===== config.mk =====
export PLATFORM = sky130hd
export DESIGN_NAME = xor_float_stream_encoder_top
export DESIGN_NICKNAME = d
export VERILOG_FILES = /design/src/hdl/xfse_pkg.sv /design/src/hdl/xfse_front.sv /design/src/hdl/xfse_queue.sv /design/src/hdl/xfse_back.sv /design/src/hdl/xor_float_stream_encoder_top.sv
export VERILOG_INCLUDE_DIRS = /design/src /design/src/hdl
export SDC_FILE = /design/constraint.sdc
export NUM_CORES = 2
export LEC_CHECK = 0
export BUFFER_PORTS_ARGS = -buffer_cell sky130_fd_sc_hd__buf_2
export CAP_MARGIN = 20
export CORE_MARGIN = 2
export CORE_UTILIZATION = 35
export CTS_CLUSTER_DIAMETER = 200
export CTS_CLUSTER_SIZE = 25
export DETAILED_ROUTE_END_ITERATION = 8
export PLACE_DENSITY = 0.46
export SYNTH_ARGS = -nofsm -noshare
export SYNTH_HDL_FRONTEND = slang
export SYNTH_SLANG_ARGS = --single-unit

===== constraint.sdc =====
create_clock -name clk -period 4.56 [get_ports clk]
set_input_delay 0.456 -clock clk [delete_from_list [all_inputs] [get_ports clk]]
set_output_delay 0.456 -clock clk [all_outputs]
set_load 0.01 [all_outputs]

===== src/hdl/xor_float_stream_encoder_top_defines.svh =====
// assertion macros for the xor float stream encoder, used by the back end
`ifndef XOR_FLOAT_STREAM_ENCODER_TOP_DEFINES_SVH
`define XOR_FLOAT_STREAM_ENCODER_TOP_DEFINES_SVH

`ifndef SYNTH

`define XFSE_ASSERT(label, clk, rst_n, cond) \
    label: assert property (@(posedge clk) disable iff (!rst_n) (cond)) \
        else $error("xfse assertion failed");

`define XFSE_ASSERT_NEXT(label, clk, rst_n, trig, cond) \
    label: assert property (@(posedge clk) disable iff (!rst_n) (trig) |=> (cond)) \
        else $error("xfse assertion failed");

`else

`define XFSE_ASSERT(label, clk, rst_n, cond)

`define XFSE_ASSERT_NEXT(label, clk, rst_n, trig, cond)

`endif

`endif


===== src/hdl/xfse_pkg.sv =====
// shared constants of the xor float stream encoder
package xfse_pkg;

    localparam int WORD_W       = 64;
    localparam int LZ_W         = 6;
    localparam int NARROW_BITS  = 32;
    localparam int NARROW_FIELD = 5;
    localparam int WIDE_FIELD   = 6;
    localparam int BYTE_W       = 8;
    localparam int PEND_W       = BYTE_W - 1;

endpackage


===== src/hdl/xfse_front.sv =====
// front end: accepts values, xors with the previous value and builds the bit record
module xfse_front #(
    parameter int VALUE_BITS = 64,
    parameter int ITEM_W     = 77,
    parameter int LEN_W      = 7
) (
    input  logic                        clk,
    input  logic                        rst_n,
    input  logic                        wide_values,
    input  logic                        in_valid,
    output logic                        in_ready,
    input  logic [xfse_pkg::WORD_W-1:0] value_bits,
    input  logic                        chunk_end,
    output logic                        q_valid,
    input  logic                        q_ready,
    output logic [ITEM_W-1:0]           q_vec,
    output logic [LEN_W-1:0]            q_len,
    output logic                        q_last
);
    import xfse_pkg::*;

    typedef enum logic [1:0] {
        KIND_FIRST,
        KIND_ZERO,
        KIND_DELTA
    } kind_t;

    localparam logic [WORD_W-1:0] VALUE_MASK = (VALUE_BITS >= WORD_W) ? {WORD_W{1'b1}} :
        ((WORD_W'(1) << VALUE_BITS) - WORD_W'(1));
    localparam logic [WORD_W-1:0] NARROW_MASK = (WORD_W'(1) << NARROW_BITS) - WORD_W'(1);
    localparam int WIDE_JUST   = WORD_W - VALUE_BITS;
    localparam int NARROW_JUST = WORD_W - NARROW_BITS;
    localparam int TOT_W       = LZ_W + 1;

    function automatic logic [LZ_W-1:0] lead_zeros(input logic [WORD_W-1:0] w);
        logic [WORD_W-1:0] s;
        logic [LZ_W-1:0]   n;
        s = w;
        n = '0;
        for (int i = LZ_W - 1; i >= 0; i--)
        begin
            if ((s >> (WORD_W - (1 << i))) == '0)
            begin
                n[i] = 1'b1;
                s    = s << (1 << i);
            end
        end
        return n;
    endfunction

    function automatic logic [WORD_W-1:0] bit_reverse(input logic [WORD_W-1:0] w);
        logic [WORD_W-1:0] r;
        for (int i = 0; i < WORD_W; i++)
        begin
            r[i] = w[WORD_W-1-i];
        end
        return r;
    endfunction

    logic [WORD_W-1:0] prev_reg;
    logic              first_reg;
    logic              first_next;
    logic              s1_valid_reg;
    logic              s1_valid_next;
    kind_t             s1_kind_reg;
    logic [WORD_W-1:0] s1_word_reg;
    logic [LZ_W-1:0]   s1_lz_reg;
    logic [LZ_W-1:0]   s1_tz_reg;
    logic              s1_wide_reg;
    logic              s1_last_reg;

    logic              accept;
    logic [WORD_W-1:0] mask;
    logic [WORD_W-1:0] masked_value;
    logic [WORD_W-1:0] delta;
    logic [WORD_W-1:0] justified;
    kind_t             kind;

    logic [TOT_W-1:0]  total;
    logic [TOT_W-1:0]  mlen;
    logic [TOT_W-1:0]  mlen_m1;
    logic [WORD_W-1:0] payload;

    assign in_ready = !s1_valid_reg || q_ready;
    assign accept   = in_valid && in_ready;

    assign mask         = wide_values ? VALUE_MASK : NARROW_MASK;
    assign masked_value = value_bits & mask;
    assign delta        = masked_value ^ (prev_reg & mask);
    assign justified    = wide_values ? (delta << WIDE_JUST) : (delta << NARROW_JUST);

    always_comb
    begin
        if (first_reg)
        begin
            kind = KIND_FIRST;
        end
        else if (delta == '0)
        begin
            kind = KIND_ZERO;
        end
        else
        begin
            kind = KIND_DELTA;
        end
    end

    always_comb
    begin
        first_next    = first_reg;
        s1_valid_next = s1_valid_reg;
        if (q_ready)
        begin
            s1_valid_next = 1'b0;
        end
        if (accept)
        begin
            s1_valid_next = 1'b1;
            first_next    = chunk_end;
        end
    end

    always_ff @(posedge clk or negedge rst_n)
    begin
        if (!rst_n)
        begin
            prev_reg     <= '0;
            first_reg    <= 1'b1;
            s1_valid_reg <= 1'b0;
        end
        else
        begin
            first_reg    <= first_next;
            s1_valid_reg <= s1_valid_next;
            if (accept)
            begin
                prev_reg <= masked_value;
            end
        end
    end

    always_ff @(posedge clk)
    begin
        if (accept)
        begin
            s1_kind_reg <= kind;
            s1_word_reg <= first_reg ? masked_value : delta;
            s1_lz_reg   <= lead_zeros(justified);
            s1_tz_reg   <= lead_zeros(bit_reverse(delta));
            s1_wide_reg <= wide_values;
            s1_last_reg <= chunk_end;
        end
    end

    // record assembly: control bit, leading zeros, length minus one, meaningful bits
    assign total   = s1_wide_reg ? TOT_W'(VALUE_BITS) : TOT_W'(NARROW_BITS);
    assign mlen    = total - TOT_W'(s1_lz_reg) - TOT_W'(s1_tz_reg);
    assign mlen_m1 = mlen - TOT_W'(1);
    assign payload = s1_word_reg >> s1_tz_reg;

    always_comb
    begin
        q_vec = '0;
        q_len = '0;
        unique case (s1_kind_reg)
            KIND_FIRST:
            begin
                q_vec = ITEM_W'(s1_word_reg);
                q_len = LEN_W'(total);
            end
            KIND_ZERO:
            begin
                q_vec = '0;
                q_len = LEN_W'(1);
            end
            KIND_DELTA:
            begin
                if (s1_wide_reg)
                begin
                    q_vec = (ITEM_W'(payload) << (1 + 2 * WIDE_FIELD))
                          | (ITEM_W'(mlen_m1[WIDE_FIELD-1:0]) << (1 + WIDE_FIELD))
                          | (ITEM_W'(s1_lz_reg[WIDE_FIELD-1:0]) << 1)
                          | ITEM_W'(1);
                    q_len = LEN_W'(1 + 2 * WIDE_FIELD) + LEN_W'(mlen);
                end
                else
                begin
                    q_vec = (ITEM_W'(payload) << (1 + 2 * NARROW_FIELD))
                          | (ITEM_W'(mlen_m1[NARROW_FIELD-1:0]) << (1 + NARROW_FIELD))
                          | (ITEM_W'(s1_lz_reg[NARROW_FIELD-1:0]) << 1)
                          | ITEM_W'(1);
                    q_len = LEN_W'(1 + 2 * NARROW_FIELD) + LEN_W'(mlen);
                end
            end
            default:
            begin
                q_vec = '0;
                q_len = '0;
            end
        endcase
    end

    assign q_valid = s1_valid_reg;
    assign q_last  = s1_last_reg;

endmodule


===== src/hdl/xfse_queue.sv =====
// small fifo of bit records between the front end and the packer
module xfse_queue #(
    parameter int WIDTH = 85,
    parameter int DEPTH = 4
) (
    input  logic             clk,
    input  logic             rst_n,
    input  logic             push_valid,
    output logic             push_ready,
    input  logic [WIDTH-1:0] push_data,
    output logic             pop_valid,
    input  logic             pop_ready,
    output logic [WIDTH-1:0] pop_data
);
    localparam int PTR_W = (DEPTH > 1) ? $clog2(DEPTH) : 1;
    localparam int CNT_W = $clog2(DEPTH + 1);

    logic [WIDTH-1:0] mem [DEPTH];
    logic [PTR_W-1:0] wr_ptr_reg;
    logic [PTR_W-1:0] wr_ptr_next;
    logic [PTR_W-1:0] rd_ptr_reg;
    logic [PTR_W-1:0] rd_ptr_next;
    logic [CNT_W-1:0] count_reg;
    logic [CNT_W-1:0] count_next;
    logic             push;
    logic             pop;

    assign push_ready = count_reg != CNT_W'(DEPTH);
    assign pop_valid  = count_reg != '0;
    assign push       = push_valid && push_ready;
    assign pop        = pop_valid && pop_ready;
    assign pop_data   = mem[rd_ptr_reg];

    always_comb
    begin
        wr_ptr_next = wr_ptr_reg;
        rd_ptr_next = rd_ptr_reg;
        count_next  = count_reg;
        if (push)
        begin
            wr_ptr_next = (wr_ptr_reg == PTR_W'(DEPTH - 1)) ? '0 : wr_ptr_reg + PTR_W'(1);
        end
        if (pop)
        begin
            rd_ptr_next = (rd_ptr_reg == PTR_W'(DEPTH - 1)) ? '0 : rd_ptr_reg + PTR_W'(1);
        end
        if (push && !pop)
        begin
            count_next = count_reg + CNT_W'(1);
        end
        else if (pop && !push)
        begin
            count_next = count_reg - CNT_W'(1);
        end
    end

    always_ff @(posedge clk or negedge rst_n)
    begin
        if (!rst_n)
        begin
            wr_ptr_reg <= '0;
            rd_ptr_reg <= '0;
            count_reg  <= '0;
        end
        else
        begin
            wr_ptr_reg <= wr_ptr_next;
            rd_ptr_reg <= rd_ptr_next;
            count_reg  <= count_next;
        end
    end

    always_ff @(posedge clk)
    begin
        if (push)
        begin
            mem[wr_ptr_reg] <= push_data;
        end
    end

endmodule


===== src/hdl/xfse_back.sv =====
// back end: merges bit records into the pending bits and sends out bytes
module xfse_back #(
    parameter int ITEM_W = 77,
    parameter int LEN_W  = 7
) (
    input  logic              clk,
    input  logic              rst_n,
    input  logic              q_valid,
    output logic              q_ready,
    input  logic [ITEM_W-1:0] q_vec,
    input  logic [LEN_W-1:0]  q_len,
    input  logic              q_last,
    output logic              out_valid,
    input  logic              out_ready,
    output logic [7:0]        packed_byte,
    output logic              byte_is_final
);
    import xfse_pkg::*;

`include "xor_float_stream_encoder_top_defines.svh"

    localparam int BUF_W = ITEM_W + PEND_W;
    localparam int CNT_W = $clog2(BUF_W + 1);

    logic [BUF_W-1:0]  buf_reg;
    logic [BUF_W-1:0]  buf_next;
    logic [CNT_W-1:0]  cnt_reg;
    logic [CNT_W-1:0]  cnt_next;
    logic              last_reg;
    logic              last_next;
    logic              out_valid_reg;
    logic              out_valid_next;
    logic [BYTE_W-1:0] byte_reg;
    logic [BYTE_W-1:0] byte_next;
    logic              final_reg;
    logic              final_next;

    logic              have_byte;
    logic              out_load;
    logic              pop;

    // a full byte, or the flush of the chunk's last partial byte
    assign have_byte = (cnt_reg >= CNT_W'(BYTE_W)) || (last_reg && cnt_reg != '0);
    assign out_load  = have_byte && (!out_valid_reg || out_ready);
    assign pop       = q_valid && !have_byte;
    assign q_ready   = pop;

    always_comb
    begin
        buf_next       = buf_reg;
        cnt_next       = cnt_reg;
        last_next      = last_reg;
        out_valid_next = out_valid_reg && !out_ready;
        byte_next      = byte_reg;
        final_next     = final_reg;
        if (out_load)
        begin
            out_valid_next = 1'b1;
            byte_next      = buf_reg[BYTE_W-1:0];
            final_next     = last_reg && (cnt_reg <= CNT_W'(BYTE_W));
            buf_next       = buf_reg >> BYTE_W;
            cnt_next       = (cnt_reg >= CNT_W'(BYTE_W)) ? cnt_reg - CNT_W'(BYTE_W) : '0;
            last_next      = last_reg && (cnt_reg > CNT_W'(BYTE_W));
        end
        else if (pop)
        begin
            buf_next  = buf_reg | (BUF_W'(q_vec) << cnt_reg);
            cnt_next  = cnt_reg + CNT_W'(q_len);
            last_next = q_last;
        end
    end

    always_ff @(posedge clk or negedge rst_n)
    begin
        if (!rst_n)
        begin
            buf_reg       <= '0;
            cnt_reg       <= '0;
            last_reg      <= 1'b0;
            out_valid_reg <= 1'b0;
        end
        else
        begin
            buf_reg       <= buf_next;
            cnt_reg       <= cnt_next;
            last_reg      <= last_next;
            out_valid_reg <= out_valid_next;
        end
    end

    always_ff @(posedge clk)
    begin
        byte_reg  <= byte_next;
        final_reg <= final_next;
    end

    assign out_valid     = out_valid_reg;
    assign packed_byte   = byte_reg;
    assign byte_is_final = final_reg;

    `XFSE_ASSERT(buf_clean_a, clk, rst_n, (buf_reg >> cnt_reg) == '0)
    `XFSE_ASSERT(cnt_bound_a, clk, rst_n, cnt_reg <= CNT_W'(BUF_W))
    `XFSE_ASSERT(last_pending_a, clk, rst_n, !last_reg || cnt_reg != '0)
    `XFSE_ASSERT(pop_partial_a, clk, rst_n, !pop || (cnt_reg < CNT_W'(BYTE_W) && !last_reg))
    `XFSE_ASSERT_NEXT(final_drains_a, clk, rst_n, out_load && final_next, cnt_reg == '0)

endmodule


===== src/hdl/xor_float_stream_encoder_top.sv =====
// top level of the xor float stream encoder
// Encodes a stream of float bit patterns with xor compression into an LSB-first byte
// stream. The front end takes one value per cycle while its queue has room; the packer
// merges each value's bit record into its pending bits, takes no new record while it
// holds a full byte or a chunk's last partial byte, and the one-byte output port sets
// the sustained rate. A value passes the front-end register, the queue, the packer's
// pending bits and its output byte register. wide_values (reset 1) selects VALUE_BITS-bit
// values with 6-bit fields, 0 selects 32-bit values with 5-bit fields; write it only
// while idle.
module xor_float_stream_encoder_top #(
    parameter int VALUE_BITS  = 64,
    parameter int QUEUE_DEPTH = 4
) (
    input  logic                        clk,
    input  logic                        rst_n,
    input  logic                        cfg_valid,
    output logic                        cfg_ready,
    input  logic                        cfg_wide_values,
    input  logic                        in_valid,
    output logic                        in_ready,
    input  logic [xfse_pkg::WORD_W-1:0] value_bits,
    input  logic                        chunk_end,
    output logic                        out_valid,
    input  logic                        out_ready,
    output logic [7:0]                  packed_byte,
    output logic                        byte_is_final
);
    import xfse_pkg::*;

    localparam int ITEM_W = 1 + 2 * WIDE_FIELD + VALUE_BITS;
    localparam int LEN_W  = $clog2(ITEM_W + 1);
    localparam int Q_W    = ITEM_W + LEN_W + 1;

    logic              wide_values_reg;
    logic              wide_values_next;

    logic              f_valid;
    logic              f_ready;
    logic [ITEM_W-1:0] f_vec;
    logic [LEN_W-1:0]  f_len;
    logic              f_last;

    logic              b_valid;
    logic              b_ready;
    logic [Q_W-1:0]    b_data;

    assign cfg_ready        = 1'b1;
    assign wide_values_next = (cfg_valid && cfg_ready) ? cfg_wide_values : wide_values_reg;

    always_ff @(posedge clk or negedge rst_n)
    begin
        if (!rst_n)
        begin
            wide_values_reg <= 1'b1;
        end
        else
        begin
            wide_values_reg <= wide_values_next;
        end
    end

    xfse_front #(
        .VALUE_BITS (VALUE_BITS),
        .ITEM_W     (ITEM_W),
        .LEN_W      (LEN_W)
    ) u_front (
        .clk         (clk),
        .rst_n       (rst_n),
        .wide_values (wide_values_reg),
        .in_valid    (in_valid),
        .in_ready    (in_ready),
        .value_bits  (value_bits),
        .chunk_end   (chunk_end),
        .q_valid     (f_valid),
        .q_ready     (f_ready),
        .q_vec       (f_vec),
        .q_len       (f_len),
        .q_last      (f_last)
    );

    xfse_queue #(
        .WIDTH (Q_W),
        .DEPTH (QUEUE_DEPTH)
    ) u_queue (
        .clk        (clk),
        .rst_n      (rst_n),
        .push_valid (f_valid),
        .push_ready (f_ready),
        .push_data  ({f_last, f_len, f_vec}),
        .pop_valid  (b_valid),
        .pop_ready  (b_ready),
        .pop_data   (b_data)
    );

    xfse_back #(
        .ITEM_W (ITEM_W),
        .LEN_W  (LEN_W)
    ) u_back (
        .clk           (clk),
        .rst_n         (rst_n),
        .q_valid       (b_valid),
        .q_ready       (b_ready),
        .q_vec         (b_data[ITEM_W-1:0]),
        .q_len         (b_data[ITEM_W+LEN_W-1:ITEM_W]),
        .q_last        (b_data[Q_W-1]),
        .out_valid     (out_valid),
        .out_ready     (out_ready),
        .packed_byte   (packed_byte),
        .byte_is_final (byte_is_final)
    );

endmodule

## Yosys cells after proc, flatten, opt, wreduce, memory -nomap -nowiden

Memory sizes are Yosys's and may differ from the RTL's.
Cells that the tools add are included.

- Flip-flop bits (word level): 256
- RAM bits: 340
- Output and inout port bits: 12
- Memories kept: 1

- Add/subtract/negate cells: 11
- $lt $le $gt $ge: 3
- Eq/ne operators: 5
- Shift-type cells: 2
- Muxes and demuxes: 57
- Bitwise gates (word level): 8
- Reductions and logical operators: 39

Memory list:

| name | depth | width | rd ports | clocked after memory_dff | wr ports | line | RTL |
|---|---|---|---|---|---|---|---|
| u_queue.mem | 4 | 85 | 1 | 0 | 1 | xfse_queue.sv:18 | `logic [WIDTH-1:0] mem [DEPTH];` |

Operators by type and width:

| kind | count |
|---|---|
| $mux W64 | 23 |
| $logic_not A64 Y1 | 13 |
| $mux W84 | 2 |
| $pmux W77 S2 | 1 |
| $and A64 B64 Y64 | 2 |
| $or A84 B84 Y84 | 1 |
| $shl A77 B7 Y84 | 1 |
| $mux W77 | 1 |
| $or A77 B13 Y77 | 1 |
| $or A77 B6 Y77 | 1 |
| $or A77 B7 Y77 | 1 |
| $or A75 B11 Y75 | 1 |
| $shr A64 B6 Y64 | 1 |
| $xor A64 B64 Y64 | 1 |
| $mux W7 | 5 |
| $pmux W7 S3 | 1 |
| $mux W1 | 19 |
| $add A4 B7 Y7 const A | 2 |
| $sub A7 B6 Y7 | 2 |
| $logic_and A1 B1 Y1 | 11 |
| $add A7 B7 Y7 | 1 |
| $ge A7 B4 Y1 const B | 1 |
| $gt A7 B4 Y1 const B | 1 |
| $le A7 B4 Y1 const B | 1 |
| other kinds (16) | 31 |

## Logic depth before layout (Yosys ltp)

- Depth after elaboration: 21
- Gate-level depth with buffers: 18
- Mapped depth without buffers: 14

## Modules after synthesis

A second synthesis with hierarchy kept.

- Cell total of the unflattened synthesis: 3,265
- Area, all modules: 36,613.9 µm²

Modules (own cells, without submodules):

| module | instances | cells each | area each (µm²) | sequential area each (µm²) |
|---|---|---|---|---|
| xfse_front | 1 | 1,602 | 13,928.4 | 4,055.1 |
| xfse_queue | 1 | 481 | 12,687.2 | 10,385.0 |
| xfse_back | 1 | 1,178 | 9,945.8 | 2,597.5 |
| xor_float_stream_encoder_top | 1 | 4 | 52.6 | 26.3 |

## Worst setup path after synthesis

No wires, ideal clock.

- Path type: register -> register
- Start point: reg u_back.cnt_reg[3]
- End point: reg u_queue.count_reg[1]
- Setup time: 0.125 ns
- Arrival: 4.084 ns
- Path slack: 0.351 ns
- Cell stages (with the launch flop): 17
- Buffers on the path: 6
- Clock period less this slack: 4.209 ns
- Cell sequence: dfrtp_1 -> clkbuf_1 -> inv_1 -> clkbuf_1 -> clkbuf_1 -> buf_1 -> ha_1 -> nand3_1 -> a21oi_1 -> o31a_1 -> clkbuf_1 -> inv_1 -> clkbuf_1 -> ha_1 -> inv_1 -> fa_1 -> mux2_2

- Cells in the longest elaborated chain, start to end: 9
- Elaborated cells on any way between the ends: 12

RTL lines:

| element | line | RTL |
|---|---|---|
| start: declaration | xfse_back.sv:27 | `logic [CNT_W-1:0] cnt_reg;` |
| start signal: assignment | xfse_back.sv:85 | `cnt_reg <= cnt_next;` |
| branches (longest 2 deep; another with $ge A7 B4 Y1) | -- |  |
| $logic_or A1 B1 Y1 * | xfse_back.sv:43 | `assign have_byte = (cnt_reg >= CNT_W'(BYTE_W)) \|\| (last_reg && cnt_reg != '0);` |
| $logic_not A1 Y1 * | xfse_back.sv:45 | `assign pop = q_valid && !have_byte;` |
| $logic_and A1 B1 Y1 * | xfse_back.sv:45 |  |
| $logic_and A1 B1 Y1 * | xfse_queue.sv:31 | `assign pop = pop_valid && pop_ready;` |
| $logic_not A1 Y1 * | xfse_queue.sv:47 | `if (push && !pop)` |
| $logic_and A1 B1 Y1 * | xfse_queue.sv:47 |  |
| $mux W3 * | xfse_queue.sv:47 |  |
| net u_queue.count_next[1] | xfse_queue.sv:24 | `logic [CNT_W-1:0] count_next;` |
| end signal: assignment | xfse_queue.sv:69 | `count_reg <= count_next;` |
| end: declaration | xfse_queue.sv:23 | `logic [CNT_W-1:0] count_reg;` |

Mark *: on every way through the listed nets, which the timed path passes.
A chain may end at the register's enable or synchronous reset.

## Worst setup path in the final report

- Start point: reg u_queue.rd_ptr_reg[0]
- End point: reg u_back.buf_reg[33]

- Cells in the longest elaborated chain, start to end: 5

RTL lines:

| element | line | RTL |
|---|---|---|
| start: declaration | xfse_queue.sv:21 | `logic [PTR_W-1:0] rd_ptr_reg;` |
| start signal: assignment | xfse_queue.sv:68 | `rd_ptr_reg <= rd_ptr_next;` |
| $mem_v2 Z4 W85 | -- |  |
| $shl A77 B7 Y84 | xfse_back.sv:67 | `buf_next = buf_reg \| (BUF_W'(q_vec) << cnt_reg);` |
| $or A84 B84 Y84 | xfse_back.sv:67 |  |
| $mux W84 | xfse_back.sv:65 | `else if (pop)` |
| $mux W84 | xfse_back.sv:56 | `if (out_load)` |
| end signal: assignment | xfse_back.sv:84 | `buf_reg <= buf_next;` |
| end: declaration | xfse_back.sv:25 | `logic [BUF_W-1:0] buf_reg;` |

Every way passes these cells. The select of a mux whose other input is x is not followed.

==> summary.md <==
| Metric | Value |
|---|---|
| Status | finished clean |
| Hold-fix buffers, CTS | 4 |
| Core Util, Final | 0.383 |
| Final Setup Violations | 0 |
| H-tree levels | 1 |
| Clk buf depth | 3 |
| Fin. max-slew vios | 0 |
| Final worst slack | between 0.4 and 0.5 ns |
| Postcts setup bufs | 0 |
| Clock skew | around 0.036 ns |
| First-pass GRT wire length | ~180,000 um |
| Initial DRC Count | roughly 2,100 |
| Tot GR Track Use | 0.233 |
| Remaining global-route overflow | 0 |
| Synth Cell Area | roughly 0.036 mm^2 |
| Max-Cap Viols | 0 |
| Worst Setup Path Type | reg2reg |
| Share of layout cells above drive strength 1 | 0.181 |
| Mapped Nets | 3,293 |
| Hold Fails Final Rpt | 0 |
| Period utilization | 0.892 |
| Primary FF master, synth | edfxtp_1 |
| Core ar. | 0.102 mm^2 |
| CTS resizes | 0 |
| Gpl congestion | about 0.95 |
| Post-route ant nets | 0 |
| Max FFs per register | 340 |
| Met3 WL | just under 5000 um |
| Peak supply drop | ~0.00034 V |
| Total power | about 28 mW |
| Largest net degree at the start of global routing | 102 |
| Worst endpoint data arrival time | ~4.6 ns |
| Max FO, Critical Path | 12 |
| Worst-Skew Late Latency | about 0.65 ns |
| IO Pins | 83 |
| Die area | about 0.11 mm^2 |
| Initial antenna violation count | 10 |
| DP Worst Slack | 0.565 ns |
| Setup TNS | 0 ns |
| Clk sinks | 596 |
| DRC Markers | 0 |
| RSZ-0062 raised after global routing | no |
| Yosys warning count | 0 |
| Post-synthesis cell count | about 3,200 |
| Register area share after synthesis | 0.476 |
| Die X | between 300 and 400 um |
| Slew @ Worst Pin | between 1 and 1.5 ns |
| Min cycle time layout | ~4.1 ns |
| Post-Syn Area per Cell | 11.2 um^2 |
| PD cells | between 700 and 800 mW/mm^2 |
| Vias | 26,000 |
| Initial DRT Pass Iterations | 6 |
| Placed Area | 0.0382 mm^2 |
| Wire per inst | ~27 um |
| # fillers | between 9,000 and 10,000 |
| Slew headroom | 0.286 |
| WL met1 | approximately 52,000 um |
| Yosys cell types | 81 |
| Clock Tree Root | clkbuf_16 |
| Final HPWL from detailed placement | between 90,000 and 100,000 um |
| # port buffers | 81 |
| Met2 routed WL | 60,700 um |
| Post-synthesis register bit count | between 500 and 600 |
| Area Growth Syn to Fin | 8.73% |
| Final wirelength | ~120,000 um |
| Fmax | 0.246 GHz |
| Post-synth EDFFs | around 430 |
| Min-delay worst type | in2reg |
| Vias per inst | between 5 and 6 |
| Num CTS Buffers | 27 |
| Nets | 3,293 |
| Leakage power | roughly 14 nW |
| DR top layer | met5 |
| Ys async rst share | 0.280 |
| Die height | approximately 320 um |
| Number of global-route vias before repair | around 26,000 |
| Initial core utilization | 0.352 |
| Fin area | 0.0390 mm^2 |
| # rows | approximately 120 |
| CP Capture Type | flop |
| CTS clk-pin slew, worst paths | about 0.11 ns |
| Crit path launch type | flop |
| CTS tree | yes |
| Worst Path Required | just over 5 ns |
==> area by class of cell <==
cell class,count,area [um^2],share of cell area
antenna,9,22.5,0.000578
clock buffer,48,754,0.0194
clock inverter,2,13.8,0.000353
inverter,44,173,0.00443
multi-input combinational,2323,17800,0.456
sequential,596,17100,0.438
tap,1368,1710,0.0439
timing repair buffer,199,1450,0.0371
==> critical path, cell delays in order (launching register included) <==
cell and delay [ns]:
dfrtp_4 0.63, buf_4 0.33, mux4_2 0.62, mux2_2 0.31
mux2i_1 0.59, mux2_2 0.30, nand2_1 0.05, o21ai_0 0.22
mux2_2 0.28, nor2_1 0.05, a2111oi_0 0.43, nor2_1 0.09
==> layer usage <==
| metal | vias up | GRT usage |
|---|---|---|
| li1 | 11900 | - |
| met1 | 13200 | 0.305 |
| met2 | 802 | 0.404 |
| met3 | 153 | 0.0190 |
| met4 | 2 | 0.0799 |
| met5 | - | 0 |
==> cell usage after synthesis, drive strengths merged, types with 39 or more instances <==
library cell,count,area [um^2]
xnor2,106,928
inv,39,151
clkbuf,167,627
xor2,62,543
edfxtp,429,12900
mux2,137,1540
nand2,396,1500
nor2,346,1300
o22ai,64,400
nand2b,41,257
nor2b,44,275
buf,61,236
dfrtp,165,4130
a21oi,136,703
mux4,177,3990
mux2i,227,2270
o21ai,187,936
==> logic make-up after synthesis <==
| group | share of synthesized area |
|---|---|
| xor gates and xnor gates | 0.0410 |
| buffers and inverters | 0.0288 |
| muxes | 0.218 |
| DFF | 0.476 |
| adders and majority gates | 0.0119 |
| other | 0.000105 |
| and+or+nand+nor | 0.117 |
| AOI/OAI and AO/OA | 0.108 |
==> metrics by stage <==
stage	hold slack, ns	instances
detailed placement	0.435	4526
global placement	0.441	4526
global route	0.0612	4581
finish	0.0853	4589
CTS	0.0378	4580
floorplan	0.160	3191
==> final timing paths <==
path | depth (start not counted) | startpoint | slack [ns] | endpoint
max in group asynchronous | 3 | rst_n | 3.12 | u_queue.rd_ptr_reg[1]
worst min register to register | 0 | u_back.buf_reg[2] | 0.47 | u_back.packed_byte[2]
worst min-delay path | 3 | value_bits[33] | 0.09 | u_front.prev_reg[33]
worst max register to register | 11 | u_queue.rd_ptr_reg[0] | 0.49 | u_back.buf_reg[33]
worst max-delay path | 11 | u_queue.rd_ptr_reg[0] | 0.49 | u_back.buf_reg[33]
min in group asynchronous | 2 | rst_n | 0.39 | u_back.buf_reg[22]
==> report_power, final <==
| group | total, mW | switching, mW | internal [mW] | leakage [nW] |
|---|---|---|---|---|
| Combinational | 16.7 | 10.3 | 6.41 | 8.02 |
| Sequential | 8.60 | 0.890 | 7.71 | 6.10 |
| Clock | 2.88 | 1.74 | 1.14 | 0.366 |
| Total | 28.2 | 12.9 | 15.3 | 14.5 |
==> layout by cell type, fill, tap and decap left out, types with 30 or more instances in the layout <==
master and count:
a21oi_1 134, nand2b_1 40, o21ai_0 187, mux2i_1 227, xor2_1 62, nand2_1 394, buf_4 103, inv_1 30
nor2b_1 44, a31oi_1 31, dfrtp_1 159, mux4_2 177, buf_2 80, mux2_2 137, edfxtp_1 429, xnor2_1 106
nor3_1 36, nand3_1 30, nor2_1 345, o22ai_1 64
Note: power is estimated with default switching activity, not from simulation.
